--- src/hw/rtl/assert_macros.svh ---
// assertion macros shared by the rtl
`ifndef ASSERT_MACROS_SVH
`define ASSERT_MACROS_SVH
// condition implies consequence in the same cycle
`define ASSERT_IMPLY(label, clk, rst, a, b) \
   label: assert property (@(posedge clk) disable iff (rst) (a) |-> (b)) \
      else $error("assertion failed");
// condition implies consequence in the next cycle
`define ASSERT_NEXT(label, clk, rst, a, b) \
   label: assert property (@(posedge clk) disable iff (rst) (a) |=> (b)) \
      else $error("assertion failed");
`endif

--- src/hw/rtl/citi_ram.sv ---
// generic single port ram with registered read
module citi_ram #(
   parameter int WIDTH = 32,
   parameter int DEPTH = 64
) (
   input  logic                     clock,
   input  logic                     wr_en,
   input  logic [$clog2(DEPTH)-1:0] addr,
   input  logic [WIDTH-1:0]         wr_data,
   output logic [WIDTH-1:0]         rd_data
);
   logic [WIDTH-1:0] mem [DEPTH];
   always_ff @(posedge clock) begin
      if (wr_en) mem[addr] <= wr_data;
      rd_data <= mem[addr];
   end
endmodule

--- config.mk ---
export PLATFORM = sky130hd
export DESIGN_NAME = citi_ram
export DESIGN_NICKNAME = d
export VERILOG_FILES = /design/src/hw/rtl/assert_macros.svh /design/src/hw/rtl/citi_ram.sv
export SDC_FILE = /design/constraint.sdc
export NUM_CORES = 2
export LEC_CHECK = 0
export ABC_AREA = 1
export BUFFER_PORTS_ARGS = -buffer_cell sky130_fd_sc_hd__buf_2
export CAP_MARGIN = 20
export CORE_ASPECT_RATIO = 0.7
export CORE_MARGIN = 10
export CORE_UTILIZATION = 50
export DETAILED_ROUTE_END_ITERATION = 10
export PLACE_DENSITY = 0.65
export SLEW_MARGIN = 20
export SYNTH_ARGS = -nofsm -noshare
export SYNTH_HDL_FRONTEND = slang
export SYNTH_SLANG_ARGS = --single-unit
--- constraint.sdc ---
create_clock -name clock -period 10.3 [get_ports clock]
set_input_delay 3.09 -clock clock [delete_from_list [all_inputs] [get_ports clock]]
set_output_delay 3.09 -clock clock [all_outputs]
set_load 0.01 [all_outputs]
==> reports/results.ini <==
[detailed_routing]
drt_iter0_markers = 7748
wl_met3_mm = 28.5
postRouteWirelength_mm = 255
drt-met1-wl_mm = 104
wl_met2_mm = 113
viasPerCell = 5.41
top_layer_used = met5
post_drt_wl_per_cell_um = 23.5
drc_errors = 0
ant_nets = 0
drtPass1Iterations = 6
vias = 58700

[cells_and_area]
multiInputGateArea_um2 = 22800
nFillCells = 14400
final_cell_area_um2 = 96200
area_delta_synth_final_pct = 11.2
ff_latch_area_um2 = 62100
fin_nets = 8457
final_cell_mix = nand2_1 (5728), edfxtp_1 (2048), clkbuf_16 (197), buf_4 (98), nor2_1 (75)
drive_above_1_share_pct = 6.66
layout_commonest_cell = nand2_1

[setup_path]
ff2ff_path_depth = 10
r2r_end = rd_data[4]
end_kind = register
max_stage_delay_ns = 1.14
critPathRequiredTime_ns = 10.72
path_cells = buf_8, inv_8, nor2_1, nand3_2, nor2_4
reg2reg_slack_ns = 8.26
slowest_stage = nor2_4
arrival_ns = 6.52
cp-start-kind = input pin
regToRegStartpoint = mem[58][4]
worstSetupPathType = in2reg
cp_max_fo = 36

[sta]
setup_viol = 0
timing.setup.tns_ns = 0
slew_headroom_pct = 24.5
slew_viol_final = 0
max_freq_mhz = 164
min_period_ns = 6.09
rsz0062_at_grt = false
worst_clock_skew_ns = 0.0399
hold_violations = 0
fin_crit_sh_pct = 59.2
worst_slew_pin_slew_ns = 1.13

[floorplan]
start_util_pct = 50.4
rows = 127
coreArea_um2 = 172000
die_x_um = 517
die_area_um2 = 190000
die_y_um = 368
io_pins = 72

[yosys]
yosysSeqAreaShare_pct = 71.8
ys_ff_latch = 2080
synth_nets = 8480
ys_types = 21
async_flop_share_pct = 0
syn_avg_cell_area_um2 = 10.2
syn_area_um2 = 86500
synthCells = 8440
ys.flop_type = edfxtp_1
yosys_warnings = 0
synth_edf_count = 2048

[pwr]
clockPowerShare_pct = 40.0
max-vdd-ir-drop_mv = 0.166
intPower_uw = 13500
power.density_nw_per_um2 = 183
power.share.sequential_pct = 53.4
leakagePower_uw = 0.0400
p_sw_uw = 4130
power.total_uw = 17600
comb_power_share_pct = 6.5
sw_frac_of_total_pct = 23.4

[cts]
clock_latency_ns = 0.84
h-tree-depth = 4
clkTransAtPathRegs_ns = 0.06
cts_resized = 0
clockBufferDepth = 3
postCtsSetupBuffers = 0
cts-buffers-inserted = 191
cts_tree = yes
clockRootBuffer = clkbuf_16
cts-hold-fix-buffers = 0
clkSinkCount = 2080

[global_routing]
grt_use_total_pct = 26.2
grt_remaining_overflow = 0
grt_max_degree = 179
grt_pass1_wl_mm = 370
antenna_found_initial = 24
grt_pass1_vias = 54300

[min_path]
whs_path_depth = 10
min_to = rd_data[31]
min_from = mem[24][31]
min_path_type = reg2reg

[placement]
placed_area_um2 = 89500
place.gp.congestion = 0.943
numPortBuffers = 71
dpl.hpwl_mm = 140

[run]
max-cap-violations = 0

[outcome]
outcome = completed

## cell type report
type | instances | share of cell area (%)
Sequential cell | 2080 | 64.6
Multi-Input combinational cell | 5908 | 23.7
Clock buffer | 245 | 5.36
Tap cell | 2257 | 2.94
Timing Repair Buffer | 206 | 2.19
Clock inverter | 111 | 0.996
Inverter | 30 | 0.140
Antenna cell | 7 | 0.0182
## power groups by stage
stage / combinational [uW] / clock [uW] / sequential (uW)
4_1_cts: 1140 / 7110 / 9420
3_3_place_gp: 1120 / 0 / 9600
2_1_floorplan: 597 / 0 / 9580
6_report: 1150 / 7060 / 9420
3_5_place_dp: 1140 / 0 / 9600
5_1_grt: 1250 / 7470 / 9420
## critical path: cells and delay by family
| kind | cells | cell delay, ns |
|---|---|---|
| simple gates | 3 | 2.84 |
| buf+inv | 2 | 0.50 |
## stage by stage
stage	setup WS (ns)	std cells	hold slack [ns]	utilization, %
after CTS	4.33	10800	0.814	55.7
after global placement	3.49	10400	0.796	52.0
after floorplan	2.93	8440	0.608	-
final	4.21	10800	0.808	56.0
after global routing	4.20	10800	0.908	56.0
after detailed placement	3.45	10500	0.793	52.1
## synth_stat cells (2+ instances only)
cell	n	area [um2]
dfxtp_1	32	641
nand4_1	2	12.5
buf_6	4	45.0
inv_2	14	52.6
nor2_1	137	514
o21ai_1	2	10.0
edfxtp_1	2048	61500
or2_2	5	31.3
clkbuf_1	136	510
nand2_1	5728	21500
buf_2	244	1220
nor4_1	2	12.5
o21ai_0	5	25.0
nand3_1	13	65.1
o211ai_1	5	37.5
buf_4	11	82.6
nor3_2	7	70.1
buf_1	27	101
inv_1	16	60.1
## per-layer routing
metal	vias up	track usage [%]
met2	2872	39.4
li1	27200	-
met4	20	8.91
met1	28200	37.0
met3	428	7.03
met5	-	0
## cells by family after synthesis
family | synth area share (%)
flops | 71.8
simple gates | 25.7
compound gates | 0.0839
buf+inv | 2.40
## worst max path at each step
stage | from | to | slack, ns | cells after the start
3_3_place_gp | addr[2] | mem[29][5] | 3.49 | 5
2_1_floorplan | addr[0] | mem[41][0] | 2.93 | 6
6_report | addr[2] | mem[21][7] | 4.21 | 5
4_1_cts | addr[2] | mem[29][10] | 4.33 | 5
3_5_place_dp | addr[2] | mem[29][5] | 3.45 | 5
5_1_grt | addr[2] | mem[21][14] | 4.20 | 5
## sequential cells by signal, summed over array words and instances (netlist names)
register  cells
mem        2048
rd_data      32
Note: power is estimated with default switching activity, not from simulation.
