**config.mk**
```make
export PLATFORM = sky130hd
export DESIGN_NAME = citi_divider
export DESIGN_NICKNAME = d
export VERILOG_FILES = /design/src/hw/rtl/assert_macros.svh /design/src/hw/rtl/citi_pkg.sv /design/src/hw/rtl/citi_divider.sv
export SDC_FILE = /design/constraint.sdc
export NUM_CORES = 1
export LEC_CHECK = 0
export BUFFER_PORTS_ARGS = -buffer_cell sky130_fd_sc_hd__buf_2
export CAP_MARGIN = 20
export CORE_MARGIN = 3
export CORE_UTILIZATION = 60
export CTS_BUF_LIST = sky130_fd_sc_hd__clkbuf_8
export DETAILED_ROUTE_END_ITERATION = 8
export PLACE_DENSITY = 0.83
export SLEW_MARGIN = 10
export SYNTH_ARGS = -nofsm -noshare
export SYNTH_HDL_FRONTEND = slang
export SYNTH_SLANG_ARGS = --single-unit
```
**constraint.sdc**
```tcl
create_clock -name clock -period 4.24 [get_ports clock]
set_input_delay 0 -clock clock [delete_from_list [all_inputs] [get_ports clock]]
set_output_delay 0 -clock clock [all_outputs]
set_load 0.02 [all_outputs]
```
**src/hw/rtl/assert_macros.svh**
```systemverilog
// assertion macros shared by the rtl
`ifndef ASSERT_MACROS_SVH
`define ASSERT_MACROS_SVH
// condition implies consequence in the same cycle
`define ASSERT_IMPLY(label, clk, rst, a, b) \
   label: assert property (@(posedge clk) disable iff (rst) (a) |-> (b)) \
      else $error("assertion failed");
// condition implies consequence in the next cycle
`define ASSERT_NEXT(label, clk, rst, a, b) \
   label: assert property (@(posedge clk) disable iff (rst) (a) |=> (b)) \
      else $error("assertion failed");
`endif

```
**src/hw/rtl/citi_pkg.sv**
```systemverilog
// package: constants, types and helpers of the collision integral interpolator
package citi_pkg;
   localparam int TEMP_POINTS   = 37;
   localparam int DIPOLE_POINTS = 8;
   localparam int FRAC_BITS     = 20;
   localparam int TEMP_AW       = $clog2(TEMP_POINTS);
   localparam int DIP_AW        = $clog2(DIPOLE_POINTS);
   localparam int OMEGA_DEPTH   = 2 * TEMP_POINTS * DIPOLE_POINTS;
   localparam int OMEGA_AW      = $clog2(OMEGA_DEPTH);

   typedef enum logic [1:0] {
      CMD_WR_TEMP  = 2'd0,
      CMD_WR_DIP   = 2'd1,
      CMD_WR_TABLE = 2'd2,
      CMD_QUERY    = 2'd3
   } cmd_type;

   typedef enum logic [4:0] {
      ST_IDLE, ST_TSRCH, ST_TWAIT, ST_DSRCH, ST_DWAIT, ST_GRID,
      ST_FIT_SETUP, ST_DIV, ST_MUL1, ST_MUL2, ST_MUL3, ST_NEXT_TERM,
      ST_FIT_END, ST_OMEGA, ST_OMEGA_WAIT, ST_DONE
   } state_type;

   function automatic logic signed [31:0] sat32(input logic signed [65:0] v);
      if (v > 66'sd2147483647) return 32'sh7fffffff;
      else if (v < -66'sd2147483648) return 32'sh80000000;
      else return v[31:0];
   endfunction

   function automatic logic is_sat(input logic signed [65:0] v);
      return (v > 66'sd2147483647) || (v < -66'sd2147483648);
   endfunction
endpackage

```
**src/hw/rtl/citi_divider.sv**
```systemverilog
// signed restoring divider, one quotient bit per cycle, truncating toward zero
module citi_divider (
   input  logic               clock,
   input  logic               reset,
   input  logic               start,
   input  logic signed [32:0] num,
   input  logic signed [32:0] den,
   output logic               done,
   output logic signed [65:0] quot
);
   import citi_pkg::*;
   localparam int NW = 33 + FRAC_BITS;
   localparam int CW = $clog2(NW + 1);

   logic [NW-1:0] q_ff, q_in;
   logic [33:0]   r_ff, r_in;
   logic [32:0]   d_ff, d_in;
   logic          neg_ff, neg_in;
   logic [CW-1:0] cnt_ff, cnt_in;
   logic          busy_ff, busy_in;
   logic          done_ff, done_in;
   logic [33:0]   trial;
   logic [32:0]   an, ad;

   always_comb begin
      an = num[32] ? 33'(-num) : num;
      ad = den[32] ? 33'(-den) : den;
      q_in = q_ff; r_in = r_ff; d_in = d_ff; neg_in = neg_ff;
      cnt_in = cnt_ff; busy_in = busy_ff; done_in = 1'b0;
      trial = {r_ff[32:0], q_ff[NW-1]};
      if (start) begin
         q_in = {an, {FRAC_BITS{1'b0}}};
         r_in = '0;
         d_in = ad;
         neg_in = num[32] ^ den[32];
         cnt_in = CW'(NW);
         busy_in = 1'b1;
      end else if (busy_ff) begin
         if (trial >= {1'b0, d_ff}) begin
            r_in = trial - {1'b0, d_ff};
            q_in = {q_ff[NW-2:0], 1'b1};
         end else begin
            r_in = trial;
            q_in = {q_ff[NW-2:0], 1'b0};
         end
         cnt_in = cnt_ff - 1'b1;
         if (cnt_ff == CW'(1)) begin
            busy_in = 1'b0;
            done_in = 1'b1;
         end
      end
   end

   always_ff @(posedge clock) begin
      if (reset) begin
         busy_ff <= 1'b0;
         done_ff <= 1'b0;
         cnt_ff  <= '0;
      end else begin
         busy_ff <= busy_in;
         done_ff <= done_in;
         cnt_ff  <= cnt_in;
      end
      q_ff <= q_in; r_ff <= r_in; d_ff <= d_in; neg_ff <= neg_in;
   end

   assign done = done_ff;
   assign quot = neg_ff ? -$signed(66'(q_ff)) : $signed(66'(q_ff));
endmodule

```
==> reports/qor.yml <==
synthTopCellsByCount: "xnor2_1 (127), nor2_1 (86), nand2_1 (83)"
cts_root_buf: "clkbuf_8"
antenna_found_initial: 0
start_kind: "input pin"
cp_common_cell: "or3_1"
area_delta_synth_final_pct: 20.8
path_class: "input pin to flip-flop"
worstPathCellList: "dlygate4sd3_1, buf_2, nor4_1, nand3_1, or3_1, or3_1, or3_1, or3_1, o31ai_1, xnor2_1, dlygate4sd3_1"
final_cells: 1432
synth_top_area_share_pct: 21.7
avgSynthCellArea_um2: 8.85
clkSlewWorstSetupHoldPaths_ns: 0.08
drt_iter0_markers: 726
rsz0062_at_grt: "false"
post_drt_wl_per_cell_um: 16.4
yosys.area.top_type: "edfxtp_1"
totalWireLength_mm: 23.5
grt_pass1_vias: 7747
ir_worst_vdd_v: 0.000221
fp.coreArea_um2: 14900
yosys_warnings: 0
cts.htree.levels: 4
fin_crit_sh_pct: 93.5
ioPinCount: 136
cap_violations: 0
fp-row-count: 44
final_nets: 1343
netlist_area_um2: 9290
drc: 0
slowest_stage: "nor4_1"
ys_seq_area_share_pct: 34.8
dp_hpwl_mm: 15.6
hold_class: "input pin to flip-flop"
synth.most_common_cell: "xnor2_1"
crit_buf_inv: 3
worstPathArrival_ns: 4.16
critPathCaptureType: "flip-flop"
clkLatencyLatePin_ns: 0.46
grt_overflow: 0
synth_edf_count: 67
cp_top_family: "simple AND/OR/NAND/NOR gates"
yosys-top-cells-area: "edfxtp_1 (22%), dfxtp_1 (13%), xnor2_1 (12%), ha_1 (5.1%), o21ai_0 (4.1%)"
r2r_cells: 13
cpPeakStageDelay_ns: 0.65
cts_sinks: 128
setup_viol: 0
fin_worst_skew_ns: 0.0166
hold_viol: 0
start_util_pct: 62.5
viasPerCell: 5.98
num_antenna_cells: 0
synthFlopType: "edfxtp_1"
netlist_instances: 1050
drtAntennaViolNets: 0
status: "completed"
p_per_area_nw_per_um2: 334
routabilityCongestion: 0.942
dieHeight_um: 130
p_leak_nw: 4.57
period_needed_ns: 3.96
n_fill_cell: 1041
io_buffers: 135
syn-num-nets: 1158
grt_pass1_wl_mm: 37.7
ys_ff_latch: 128
synth_cell_types: 69
dp_cells: 1325
tns_ns: 0
path_depth: 11
via_count: 8570
crit_path_max_fanout: 4
whs_path_depth: 3
async_reset_ff_share_pct: 0
drive_gt1_share_pct: 16.3
numCtsBuffers: 17
grt_usage_pct: 27.3
cts_buffer_depth: 2
dr.pass1.iters: 5
die_w_um: 130
worst_pin_slew_ns: 0.902
crit_required_ns: 4.44
slew_headroom_pct: 39.8
final_max_slew_viol_count: 0
max_freq_mhz: 252
die_area_um2: 17000
grt_max_degree: 77
cts_tree: "done"
report_power, final:
group          switching, mW  internal (mW)
clock network          0.542          0.548
logic                  0.662          0.489
registers             0.0892           1.42
total                   1.29           2.45
layout by cell type (no fill, tap or decap), drive strengths merged, types with 7 or more instances in the layout:
| cell type | synthesis | layout |
|---|---|---|
| dfxtp | 61 | 61 |
| a22o | 31 | 31 |
| or4 | 15 | 15 |
| o211ai | 7 | 7 |
| and3 | 8 | 8 |
| xnor2 | 127 | 127 |
| inv | 55 | 62 |
| nand3 | 17 | 17 |
| a211oi | 22 | 22 |
| a21oi | 40 | 40 |
| o21a | 7 | 7 |
| nor2 | 86 | 86 |
| ha | 38 | 38 |
| dlygate4sd3 | 0 | 75 |
| a31oi | 9 | 9 |
| mux2i | 37 | 37 |
| nand2b | 9 | 9 |
| nor3 | 14 | 14 |
| o21ai | 78 | 78 |
| nor4 | 10 | 10 |
| o31ai | 31 | 31 |
| clkbuf | 47 | 18 |
| o41ai | 17 | 17 |
| buf | 5 | 142 |
| or2 | 10 | 10 |
| edfxtp | 67 | 67 |
| xor2 | 13 | 13 |
| or3 | 23 | 23 |
| a21boi | 15 | 15 |
| nand2 | 83 | 83 |
| a21o | 11 | 11 |
final timing paths:
check / start / end / slack, ns
worst max-delay path: den[4] / d_ff[30] / 0.28
worst min-delay path: num[6] / q_ff[26] / 0.04
worst max register to register: q_ff[52] / r_ff[13] / 0.50
worst min register to register: r_ff[2] / r_ff[2] / 0.50
cell type report:
cell class / instances / area [µm²] / area share (%)
inverters: 56 / 210 / 1.87
flip-flops and latches: 128 / 3230 / 28.8
multi-input cells: 814 / 5640 / 50.3
clock buffers: 18 / 248 / 2.21
well taps: 184 / 230 / 2.05
repair buffers: 218 / 1500 / 13.4
clock inverters: 14 / 154 / 1.37
worst min-delay path, delay by kind of cell:
family	cells	cell delay, ns
AOI/OAI and AO/OA	1	0.14
xor gates and xnor gates	1	0.14
buffers and inverters	1	0.11
through the flow:
step	util, %	cell area, µm²	hold WS (ns)	total power [mW]	setup WS (ns)
final	75.5	11200	0.0444	3.75	0.277
after global routing	75.5	11200	0.0293	3.95	0.115
after CTS	75.5	11200	0.000103	3.74	0.282
after detailed placement	67.7	10100	0.240	2.59	0.573
after global placement	67.7	10100	0.239	2.57	0.726
after floorplan	-	9290	0.0989	2.29	0.999
repair_timing:
item                      CTS  global route
hold endpoints to repair   69             0
setup buffers               0             0
resized for setup           0             0
hold buffers               75             0
registers in the layout (all words and copies together), names as in the netlist:
register and flops:
busy_ff 1, done 1, cnt_ff 6, r_ff 33, neg_ff 1, d_ff 33, q_ff 53
layer usage:
layer  vias to the layer above  share of wire [%]  track usage (%)
li1                       4226                  -                -
met2                       302                 47             45.4
met1                      4012                 45             36.8
met4                         0                1.5             8.17
met3                        30                6.7             4.51
met5                         -                  0                0
logic make-up (layout without fill, tap and decap cells):
family	after synthesis	count (layout)	share of synthesized area [%]
AO/OA/AOI/OAI	300	300	22.1
AND/OR/NAND/NOR	294	294	15.5
flip-flops	128	128	34.8
XOR/XNOR	140	140	13.2
multiplexers	41	41	4.47
adder cells (fa/ha/maj)	39	39	5.33
buffers and inverters	108	306	4.57
Power figures use the tool's default switching activity.
